--- src/aie_pkg.sv ---
package aie_pkg;

    // Pending operation codes.
    typedef enum logic [2:0] {
        OP_LOAD = 3'd0,
        OP_ADD  = 3'd1,
        OP_SUB  = 3'd2,
        OP_MUL  = 3'd3,
        OP_DIV  = 3'd4,
        OP_MOD  = 3'd5
    } op_t;

    // Result status codes.
    localparam logic [1:0] ST_OK       = 2'd0;
    localparam logic [1:0] ST_NO_DIGIT = 2'd1;
    localparam logic [1:0] ST_ILLEGAL  = 2'd2;
    localparam logic [1:0] ST_ZERO_DIV = 2'd3;

    // Sequencer states.
    typedef enum logic [3:0] {
        S_IDLE   = 4'b0001,
        S_RUN    = 4'b0010,
        S_FIX    = 4'b0100,
        S_FINISH = 4'b1000
    } state_t;

    // Characters the parser knows.
    localparam logic [7:0] CH_ZERO    = 8'h30;
    localparam logic [7:0] CH_NINE    = 8'h39;
    localparam logic [7:0] CH_SPACE   = 8'h20;
    localparam logic [7:0] CH_NEWLINE = 8'h0A;
    localparam logic [7:0] CH_PLUS    = 8'h2B;
    localparam logic [7:0] CH_MINUS   = 8'h2D;
    localparam logic [7:0] CH_STAR    = 8'h2A;
    localparam logic [7:0] CH_SLASH   = 8'h2F;
    localparam logic [7:0] CH_PERCENT = 8'h25;

endpackage

--- src/ascii_integer_expression_evaluator.sv ---
// Channel   Handshake                  Payload
// input     char_valid / char_stall    character[7:0], end_marker
// result    result_valid / result_stall value[31:0] (signed), status[1:0]
//
// A digit, a blank, a rejected character, or an operator whose pending operation is a
// load, an add, a subtract or a divide or modulo by zero is handled in the idle state.
// Otherwise a pending multiply, divide or modulo runs through the shared add/subtract
// unit one bit per cycle. An end word passes through the finish state to hand over the
// result. Reset is asynchronous, active low, and leaves an empty expression. The input
// is stalled while the sequencer is busy and while a finished result waits for the output.
module ascii_integer_expression_evaluator #(
    parameter int WORD_WIDTH = 32
) (
    input  logic               clk,
    input  logic               rst_n,
    input  logic               char_valid,
    output logic               char_stall,
    input  logic [7:0]         character,
    input  logic               end_marker,
    output logic               result_valid,
    input  logic               result_stall,
    output logic signed [31:0] value,
    output logic [1:0]         status
);

    localparam int CNT_W = $clog2(WORD_WIDTH);
    localparam logic [CNT_W-1:0] CNT_LAST = CNT_W'(WORD_WIDTH - 1);

    aie_pkg::state_t state_reg, state_next;

    logic [WORD_WIDTH-1:0] acc_reg, acc_next;
    logic [WORD_WIDTH-1:0] opnd_reg, opnd_next;
    aie_pkg::op_t          pend_reg, pend_next;
    logic                  expect_reg, expect_next;
    logic [1:0]            perr_reg, perr_next;
    logic                  zdiv_reg, zdiv_next;

    aie_pkg::op_t          run_op_reg, run_op_next;
    logic                  end_flag_reg, end_flag_next;
    logic                  neg_reg, neg_next;
    logic [WORD_WIDTH-1:0] b_reg, b_next;
    logic [WORD_WIDTH-1:0] q_reg, q_next;
    logic [WORD_WIDTH-1:0] rem_reg, rem_next;
    logic [CNT_W-1:0]      count_reg, count_next;

    logic                  result_valid_reg, result_valid_next;
    logic signed [31:0]    value_reg, value_next;
    logic [1:0]            status_reg, status_next;

    // Shared add/subtract unit with a carry out.
    logic [WORD_WIDTH:0]   alu_x, alu_y;
    logic                  alu_sub;
    logic [WORD_WIDTH+1:0] alu_sum;

    logic                  is_digit, is_blank, is_op;
    aie_pkg::op_t          char_op;
    logic                  start_apply;
    logic [1:0]            perr_eff;
    logic                  acc_neg, opnd_neg;
    logic [WORD_WIDTH-1:0] acc_mag, opnd_mag, fix_word;
    logic [1:0]            final_status;

    assign char_stall   = (state_reg != aie_pkg::S_IDLE);
    assign result_valid = result_valid_reg;
    assign value        = value_reg;
    assign status       = status_reg;

    always_comb
    begin
        is_digit = (character >= aie_pkg::CH_ZERO) && (character <= aie_pkg::CH_NINE);
        is_blank = (character == aie_pkg::CH_SPACE) || (character == aie_pkg::CH_NEWLINE);
        is_op    = 1'b1;
        unique case (character)
            aie_pkg::CH_PLUS:    char_op = aie_pkg::OP_ADD;
            aie_pkg::CH_MINUS:   char_op = aie_pkg::OP_SUB;
            aie_pkg::CH_STAR:    char_op = aie_pkg::OP_MUL;
            aie_pkg::CH_SLASH:   char_op = aie_pkg::OP_DIV;
            aie_pkg::CH_PERCENT: char_op = aie_pkg::OP_MOD;
            default:
            begin
                char_op = aie_pkg::OP_LOAD;
                is_op   = 1'b0;
            end
        endcase
    end

    always_comb
    begin
        acc_neg  = acc_reg[WORD_WIDTH-1];
        opnd_neg = opnd_reg[WORD_WIDTH-1];
        acc_mag  = acc_neg ? (~acc_reg + WORD_WIDTH'(1)) : acc_reg;
        opnd_mag = opnd_neg ? (~opnd_reg + WORD_WIDTH'(1)) : opnd_reg;
        fix_word = (run_op_reg == aie_pkg::OP_DIV) ? q_reg : rem_reg;
        perr_eff = (perr_reg == aie_pkg::ST_OK && expect_reg) ? aie_pkg::ST_NO_DIGIT
                                                             : perr_reg;
        final_status = (perr_reg != aie_pkg::ST_OK) ? perr_reg
                     : (zdiv_reg ? aie_pkg::ST_ZERO_DIV : aie_pkg::ST_OK);
    end

    // Multiply: product doubled plus the multiplicand when the multiplier bit is set.
    // Divide: restoring step, partial remainder with the next dividend bit minus divisor.
    always_comb
    begin
        alu_sub = (run_op_reg != aie_pkg::OP_MUL);
        if (alu_sub)
        begin
            alu_x = {rem_reg, q_reg[WORD_WIDTH-1]};
            alu_y = {1'b0, b_reg};
        end
        else
        begin
            alu_x = {1'b0, rem_reg[WORD_WIDTH-2:0], 1'b0};
            alu_y = {1'b0, q_reg[WORD_WIDTH-1] ? b_reg : '0};
        end
        alu_sum = {1'b0, alu_x} + {1'b0, alu_sub ? ~alu_y : alu_y}
                + (WORD_WIDTH+2)'(alu_sub);
    end

    always_comb
    begin
        state_next        = state_reg;
        acc_next          = acc_reg;
        opnd_next         = opnd_reg;
        pend_next         = pend_reg;
        expect_next       = expect_reg;
        perr_next         = perr_reg;
        zdiv_next         = zdiv_reg;
        run_op_next       = run_op_reg;
        end_flag_next     = end_flag_reg;
        neg_next          = neg_reg;
        b_next            = b_reg;
        q_next            = q_reg;
        rem_next          = rem_reg;
        count_next        = count_reg;
        result_valid_next = result_valid_reg && result_stall;
        value_next        = value_reg;
        status_next       = status_reg;
        start_apply       = 1'b0;

        unique case (state_reg)
            aie_pkg::S_IDLE:
            begin
                if (char_valid)
                begin
                    priority if (end_marker)
                    begin
                        perr_next     = perr_eff;
                        end_flag_next = 1'b1;
                        if (perr_eff == aie_pkg::ST_OK)
                        begin
                            start_apply = 1'b1;
                        end
                        else
                        begin
                            state_next = aie_pkg::S_FINISH;
                        end
                    end
                    else if (perr_reg != aie_pkg::ST_OK)
                    begin
                        // A latched error swallows everything up to the end word.
                    end
                    else if (is_digit)
                    begin
                        opnd_next = {opnd_reg[WORD_WIDTH-4:0], 3'b000}
                                  + {opnd_reg[WORD_WIDTH-2:0], 1'b0}
                                  + WORD_WIDTH'(character - aie_pkg::CH_ZERO);
                        expect_next = 1'b0;
                    end
                    else if (is_blank)
                    begin
                    end
                    else if (expect_reg)
                    begin
                        perr_next = aie_pkg::ST_NO_DIGIT;
                    end
                    else if (is_op)
                    begin
                        start_apply   = 1'b1;
                        pend_next     = char_op;
                        opnd_next     = '0;
                        expect_next   = 1'b1;
                        end_flag_next = 1'b0;
                    end
                    else
                    begin
                        perr_next = aie_pkg::ST_ILLEGAL;
                    end
                end

                if (start_apply)
                begin
                    state_next = end_marker ? aie_pkg::S_FINISH : aie_pkg::S_IDLE;
                    unique case (pend_reg)
                        aie_pkg::OP_ADD: acc_next = acc_reg + opnd_reg;
                        aie_pkg::OP_SUB: acc_next = acc_reg - opnd_reg;
                        aie_pkg::OP_MUL, aie_pkg::OP_DIV, aie_pkg::OP_MOD:
                        begin
                            if (pend_reg != aie_pkg::OP_MUL && opnd_reg == '0)
                            begin
                                zdiv_next = 1'b1;
                            end
                            else
                            begin
                                run_op_next = pend_reg;
                                b_next      = (pend_reg == aie_pkg::OP_MUL) ? opnd_reg
                                                                           : opnd_mag;
                                q_next      = (pend_reg == aie_pkg::OP_MUL) ? acc_reg
                                                                           : acc_mag;
                                rem_next    = '0;
                                count_next  = '0;
                                neg_next    = (pend_reg == aie_pkg::OP_DIV) ? (acc_neg ^ opnd_neg)
                                            : (pend_reg == aie_pkg::OP_MOD) ? acc_neg : 1'b0;
                                state_next  = aie_pkg::S_RUN;
                            end
                        end
                        default: acc_next = opnd_reg;
                    endcase
                end
            end

            aie_pkg::S_RUN:
            begin
                if (alu_sub)
                begin
                    if (alu_sum[WORD_WIDTH+1])
                    begin
                        rem_next = alu_sum[WORD_WIDTH-1:0];
                        q_next   = {q_reg[WORD_WIDTH-2:0], 1'b1};
                    end
                    else
                    begin
                        rem_next = alu_x[WORD_WIDTH-1:0];
                        q_next   = {q_reg[WORD_WIDTH-2:0], 1'b0};
                    end
                end
                else
                begin
                    rem_next = alu_sum[WORD_WIDTH-1:0];
                    q_next   = {q_reg[WORD_WIDTH-2:0], 1'b0};
                end
                if (count_reg == CNT_LAST)
                begin
                    state_next = aie_pkg::S_FIX;
                end
                else
                begin
                    count_next = count_reg + CNT_W'(1);
                end
            end

            aie_pkg::S_FIX:
            begin
                acc_next   = neg_reg ? (~fix_word + WORD_WIDTH'(1)) : fix_word;
                state_next = end_flag_reg ? aie_pkg::S_FINISH : aie_pkg::S_IDLE;
            end

            aie_pkg::S_FINISH:
            begin
                if (!result_valid_reg || !result_stall)
                begin
                    result_valid_next = 1'b1;
                    status_next       = final_status;
                    value_next        = (final_status == aie_pkg::ST_OK)
                                      ? 32'($signed(acc_reg)) : '0;
                    acc_next          = '0;
                    opnd_next         = '0;
                    pend_next         = aie_pkg::OP_LOAD;
                    expect_next       = 1'b0;
                    perr_next         = aie_pkg::ST_OK;
                    zdiv_next         = 1'b0;
                    state_next        = aie_pkg::S_IDLE;
                end
            end

            default: state_next = aie_pkg::S_IDLE;
        endcase
    end

    always_ff @(posedge clk or negedge rst_n)
    begin
        if (!rst_n)
        begin
            state_reg        <= aie_pkg::S_IDLE;
            acc_reg          <= '0;
            opnd_reg         <= '0;
            pend_reg         <= aie_pkg::OP_LOAD;
            expect_reg       <= 1'b0;
            perr_reg         <= aie_pkg::ST_OK;
            zdiv_reg         <= 1'b0;
            end_flag_reg     <= 1'b0;
            result_valid_reg <= 1'b0;
        end
        else
        begin
            state_reg        <= state_next;
            acc_reg          <= acc_next;
            opnd_reg         <= opnd_next;
            pend_reg         <= pend_next;
            expect_reg       <= expect_next;
            perr_reg         <= perr_next;
            zdiv_reg         <= zdiv_next;
            end_flag_reg     <= end_flag_next;
            result_valid_reg <= result_valid_next;
        end
    end

    always_ff @(posedge clk)
    begin
        run_op_reg <= run_op_next;
        neg_reg    <= neg_next;
        b_reg      <= b_next;
        q_reg      <= q_next;
        rem_reg    <= rem_next;
        count_reg  <= count_next;
        value_reg  <= value_next;
        status_reg <= status_next;
    end

endmodule

--- config.mk ---
export PLATFORM = sky130hd
export DESIGN_NAME = ascii_integer_expression_evaluator
export DESIGN_NICKNAME = d
export VERILOG_FILES = /design/src/aie_pkg.sv /design/src/ascii_integer_expression_evaluator.sv
export SDC_FILE = /design/constraint.sdc
export NUM_CORES = 1
export LEC_CHECK = 0
export BUFFER_PORTS_ARGS = -buffer_cell sky130_fd_sc_hd__buf_2
export CELL_PAD_IN_SITES_DETAIL_PLACEMENT = 1
export CELL_PAD_IN_SITES_GLOBAL_PLACEMENT = 2
export CORE_AREA = 2 2 208 210
export CTS_BUF_LIST = sky130_fd_sc_hd__clkbuf_16
export DETAILED_ROUTE_END_ITERATION = 8
export DIE_AREA = 0 0 210 212
export PLACE_DENSITY = 0.93
export SLEW_MARGIN = 20
export SYNTH_ARGS = -nofsm -noshare
export SYNTH_HDL_FRONTEND = slang
export SYNTH_SLANG_ARGS = --single-unit
--- constraint.sdc ---
create_clock -name clk -period 8.1 [get_ports clk]
set_input_delay 0.81 -clock clk [delete_from_list [all_inputs] [get_ports clk]]
set_output_delay 0.81 -clock clk [all_outputs]
set_load 0.01 [all_outputs]
---- Word level (Yosys, flattened, before mapping) ----
Cells that the tools add are included.
storage, ports and cells
  memories ................................ 0
  ROM bits ................................ 0
  bits in latches ......................... 0
  output and inout bits ................... 36
  word-level logic and storage cells ...... 221
  RAM bits ................................ 0
  bits of input ports ..................... 13
  register bits after elaboration ......... 216
cells by class
  divide/modulo/power cells ............... 0
  add/subtract/negate cells ............... 11
  eq/ne operators ......................... 50
  reduce and logical (&&, ||, !) cells .... 31
  shifts and indexed selects .............. 0
  multiplexer cells ....................... 104
  bitwise operators ....................... 6
  magnitude comparators ................... 2
  multiply operators ...................... 0
operators by type and width
  operator                                                               number
  32-bit two-way mux                                                     25
  32-bit one-hot mux with 2 select lines                                 3
  32-bit one-hot mux with 3 select lines                                 2
  32-bit by 1-bit adder with 32-bit output, second input constant        3
  32-bit adder                                                           3
  32-bit NOT                                                             3
  33-bit two-way mux                                                     2
  8-bit by 6-bit equality test with 1-bit output, second input constant  6
  4-bit two-way mux                                                      10
  33-bit by 33-bit adder with 34-bit output                              1
  34-bit by 1-bit adder with 34-bit output                               1
  2-bit != test, second input constant                                   17
  33-bit NOT                                                             1
  32-bit zero test                                                       1
  1-bit two-way mux                                                      32
  32-bit subtractor                                                      1
  3-bit two-way mux                                                      8
  2-bit two-way mux                                                      11
  5-bit two-way mux                                                      4
  3-bit != test, second input constant                                   6
  4-bit one-hot mux with 4 select lines                                  1
  3-bit by 2-bit != test with 1-bit output, second input constant        5
  3-bit one-hot mux with 5 select lines                                  1
  5-bit AND reduction                                                    3
  36 further kinds                                                       54

---- Logic depth before layout (Yosys ltp) ----
  depth in word-level cells ............... 13
  depth in mapped cells ................... 21
  mapped depth without buffers ............ 20

---- Least setup slack after synthesis ----
Ideal clock, no wire load.
  kind .................................... input -> register
  from .................................... input character[4]
  to ...................................... register b_reg[0] (enable)
  path slack .............................. 1898 ps
  stages .................................. 9
  setup time .............................. 519 ps
  arrival ................................. 5683 ps
  path through ............................ inv_1 ha_1 and3_1 o21ai_0 and4_1 nor4b_2 o21a_1 nand2_1 nor4_1
between the ends
  word-level cells in the longest chain between the ends .. 12
  elaborated cells on any way between the ends .. 22
ends and longest elaborated chain
  what                                            line                                       RTL
  from (decl)                                     ascii_integer_expression_evaluator.sv:18   input logic [7:0] character,
  8-bit by 6-bit equality test with 1-bit output  ascii_integer_expression_evaluator.sv:73   unique case (character)
  5-bit OR reduction (no line)                    -
  1-bit two-way mux                               ascii_integer_expression_evaluator.sv:73
  1-bit two-way mux                               ascii_integer_expression_evaluator.sv:176  else if (is_op)
  1-bit two-way mux                               ascii_integer_expression_evaluator.sv:172  else if (expect_reg)
  1-bit two-way mux                               ascii_integer_expression_evaluator.sv:169  else if (is_blank)
  1-bit two-way mux (*)                           ascii_integer_expression_evaluator.sv:162  else if (is_digit)
  1-bit two-way mux (*)                           ascii_integer_expression_evaluator.sv:158  else if (perr_reg != aie_pkg::ST_OK)
  1-bit two-way mux (*)                           ascii_integer_expression_evaluator.sv:145  priority if (end_marker)
  1-bit two-way mux (*)                           ascii_integer_expression_evaluator.sv:143  if (char_valid)
  1-bit two-way mux (*)                           ascii_integer_expression_evaluator.sv:140  unique case (state_reg)
  4-bit AND reduction (no line) (*)               -
  to (signal assigned)                            ascii_integer_expression_evaluator.sv:311  b_reg <= b_next;
  to (decl)                                       ascii_integer_expression_evaluator.sv:41   logic [WORD_WIDTH-1:0] b_reg, b_next;
Mark *: on every way between the ends. The rest lies on a longest branch, timed or not. The select of a mux whose other input is x is not followed.
A chain may end at the register's enable or synchronous reset.

---- Worst setup path after layout ----
  from .................................... register run_op_reg[2]
  to ...................................... register rem_reg[30], data pin
between the ends
  word-level cells in the longest chain between the ends .. 9
  elaborated cells on any way between the ends .. 10
ends and longest elaborated chain
  what                                          line                                       RTL
  from (decl)                                   ascii_integer_expression_evaluator.sv:38   aie_pkg::op_t run_op_reg, run_op_next;
  from (signal assigned)                        ascii_integer_expression_evaluator.sv:309  run_op_reg <= run_op_next;
  3-bit by 2-bit != test with 1-bit output (*)  ascii_integer_expression_evaluator.sv:104  alu_sub = (run_op_reg != aie_pkg::OP_MUL);
  32-bit two-way mux                            ascii_integer_expression_evaluator.sv:105  if (alu_sub)
  33-bit NOT                                    ascii_integer_expression_evaluator.sv:115  alu_sum = {1'b0, alu_x} + {1'b0, alu_sub ? ~alu_y : alu_y}
  33-bit two-way mux                            ascii_integer_expression_evaluator.sv:115
  33-bit by 33-bit adder with 34-bit output     ascii_integer_expression_evaluator.sv:115
  34-bit by 1-bit adder with 34-bit output      ascii_integer_expression_evaluator.sv:116  + (WORD_WIDTH+2)'(alu_sub);
  32-bit two-way mux                            ascii_integer_expression_evaluator.sv:225  if (alu_sum[WORD_WIDTH+1])
  32-bit two-way mux (*)                        ascii_integer_expression_evaluator.sv:223  if (alu_sub)
  32-bit one-hot mux with 2 select lines (*)    ascii_integer_expression_evaluator.sv:140
  to (signal assigned)                          ascii_integer_expression_evaluator.sv:313  rem_reg <= rem_next;
  to (decl)                                     ascii_integer_expression_evaluator.sv:43   logic [WORD_WIDTH-1:0] rem_reg, rem_next;
Mark *: on every way between the ends. The rest lies on a longest branch, timed or not.

==> flow_summary.toml <==
[sta]
period_needed_ps = 5697
setup_viol_count_final = 0
final.setup.tns_ps = 0
finalCritPeriodShare = 0.7034
clock_skew_ps = 31.90
rsz0062_at_grt = "false"
relSlewSlack = 0.2834
hold_violations = 0
tightest_slew_ps = 1072
fmax_mhz = 175.5
final_max_slew_viol_count = 0
timing.final.ws_setup_ps = 2403

[setup_path]
cpLargestDelayFamily = "compound AO/OA/AOI/OAI gates"
crit_required_ps = 8400
cp_max_fo = 37
slowest_delay_ps = 660
cp-end-kind = "flop"
cp-start-kind = "flop"
worstSetupPathType = "reg -> reg"
cpMaxStageDelayCell = "o311ai_0"
timing.critical_path.buf_inv = 2
crit_chain = "and3b_1, buf_4, and2_1, buf_4, nand2_1, o21ai_0, ha_1, nor2b_1, o31ai_1, a21oi_1, o311ai_0, a21oi_1, a41oi_1, o21ai_0, a311o_1, mux2i_1, nand2_1"
arrival_ps = 6000

[synth]
ys_types = 84
syn_area_um2 = 17900
syn_avg_cell_area_um2 = 8.616
async_reset_ff_frac = 0.3565
synth_top_area_share = 0.2331
netlist_top_cells_area = "edfxtp_1 (23%), dfrtp_1 (11%), ha_1 (7.1%)"
ys_ff_latch = 216
synthCells = 2078
synth_edf_count = 139
seq_area_frac_synth = 0.3408
yosys.area.top_type = "edfxtp_1"
synth.net_count = 2224
synth_top_flop_cell = "edfxtp_1"
yosysWarningCount = 0

[clocking]
clkTransAtPathRegs_ps = 60
clockRootBuffer = "clkbuf_16"
clkLatencyLatePin_ps = 570
post_cts_buffers = 0
clock_path_buffers = 3
cts.sinks = 216
ctsHoldBuffers = 0
post_cts_resized = 0
cts_max_level = 1
cts_tree = "yes"
cts_buffers = 26

[global_routing]
grt_usage = 0.2595
grt_first_pass_wirelength_um = 91690
first_global_vias = 16204
grt_max_degree = 78
antenna_found_initial = 2
overflow = 0

[drt]
drtIter0Drc = 1136
top_layer = "met5"
vias_per_cell = 6.015
drc = 0
first_pass_iters = 6
wl_um = 57890
wire_per_inst_um = 21.95
dr_wl_met3_um = 2572
dr_total_vias = 15862
m1WireLength_um = 27560
drtAntennaViolNets = 0
wl_met2_um = 26800

[floorplan]
core_um2 = 42510
rows = 76
io_pins = 49
die_h_um = 212
fp.dieW_um = 210
start_util = 0.4212
dieArea_um2 = 44520

[placement]
place_ws_ps = 2486
gp_congestion = 0.9517
portBuffers = 48
placed_cell_area_um2 = 18660
dpl.hpwl_um = 44190

[final_layout]
final_common_cell = "nand2_1"
antennaDiodeCount = 0
final_cell_mix = "nand2_1 (285), o21ai_0 (202), nor2_1 (183)"
design_area_um2 = 19550
drive_above_1_share = 0.07604
area_growth_pct = 9.183
final_net_count = 2217
final_core_util = 0.4599

[run_status]
outcome = "completed"

[run]
drv_cap = 0

[min_path]
hp-class = "in -> async"
[kinds of logic (layout without fill, tap and decap cells)]
logic type | after synthesis | in the layout | synth area share
flops | 216 | 216 | 0.3408
simple gates | 762 | 762 | 0.1990
xor+xnor | 187 | 187 | 0.09148
buf+inv | 147 | 160 | 0.03180
fa+ha+maj | 133 | 133 | 0.1059
compound gates | 591 | 591 | 0.2072
mux | 42 | 42 | 0.02376
[metal layers]
metal  track usage  vias up
met2        0.4361      341
met5             0        -
met3       0.02437       65
li1              -     7500
met4       0.05087        4
met1        0.3664     7952
[cells in the mapped netlist, types with 19 or more instances]
master	count
nand2_1	285
o21ai_0	202
nor2_1	185
edfxtp_1	139
a21oi_1	132
ha_1	102
clkbuf_1	96
xor2_1	94
xnor2_1	93
dfrtp_1	76
nor3_1	59
a21o_1	51
and2_1	46
inv_1	40
nand3_1	40
mux2i_1	38
fa_1	31
o31ai_1	24
nor2b_1	23
o21a_1	22
nor4_1	21
a221oi_1	20
or3_1	19
[worst register-to-register path: cells and delay by family (launching register included)]
| family | cells | cell delay (ps) |
|---|---|---|
| buf+inv | 2 | 620 |
| flops | 1 | 420 |
| fa+ha+maj | 1 | 300 |
| mux | 1 | 150 |
| compound gates | 8 | 2850 |
| simple gates | 5 | 1130 |
[worst paths after layout]
| check | startpoint | to | slack, ps | cells after the start |
|---|---|---|---|---|
| setup / recovery | run_op_reg[2] | rem_reg[30] | 2400 | 17 |
| hold / removal | rst_n | opnd_reg[7] | 280 | 1 |
| setup reg to reg | run_op_reg[2] | rem_reg[30] | 2400 | 17 |
| hold reg to reg | end_flag_reg | end_flag_reg | 570 | 1 |
| max in group asynchronous | rst_n | acc_reg[23] | 7230 | 1 |
| min in group clk | result_stall | result_valid | 510 | 3 |
[final cells by class]
class | count | area (um^2)
Clock buffer | 26 | 650.6
Fill cell | 4931 | 22960
Sequential cell | 216 | 6102
Multi-Input combinational cell | 1715 | 11300
Timing Repair Buffer | 72 | 426.7
Tap cell | 546 | 683.2
Clock inverter | 22 | 235.2
Inverter | 40 | 150.1
[metrics by stage]
| step | hold slack (ps) | cells |
|---|---|---|
| after detailed placement | 539.4 | 2589 |
| after global placement | 528.1 | 2589 |
| final | 279.7 | 2637 |
| after CTS | 492.3 | 2637 |
| after floorplan | 469.6 | 2078 |
| after global routing | 354.1 | 2637 |
Power is left out: the tool's default activity adds up to more than one toggle a clock period on the data nets, which glitch-free logic cannot reach.
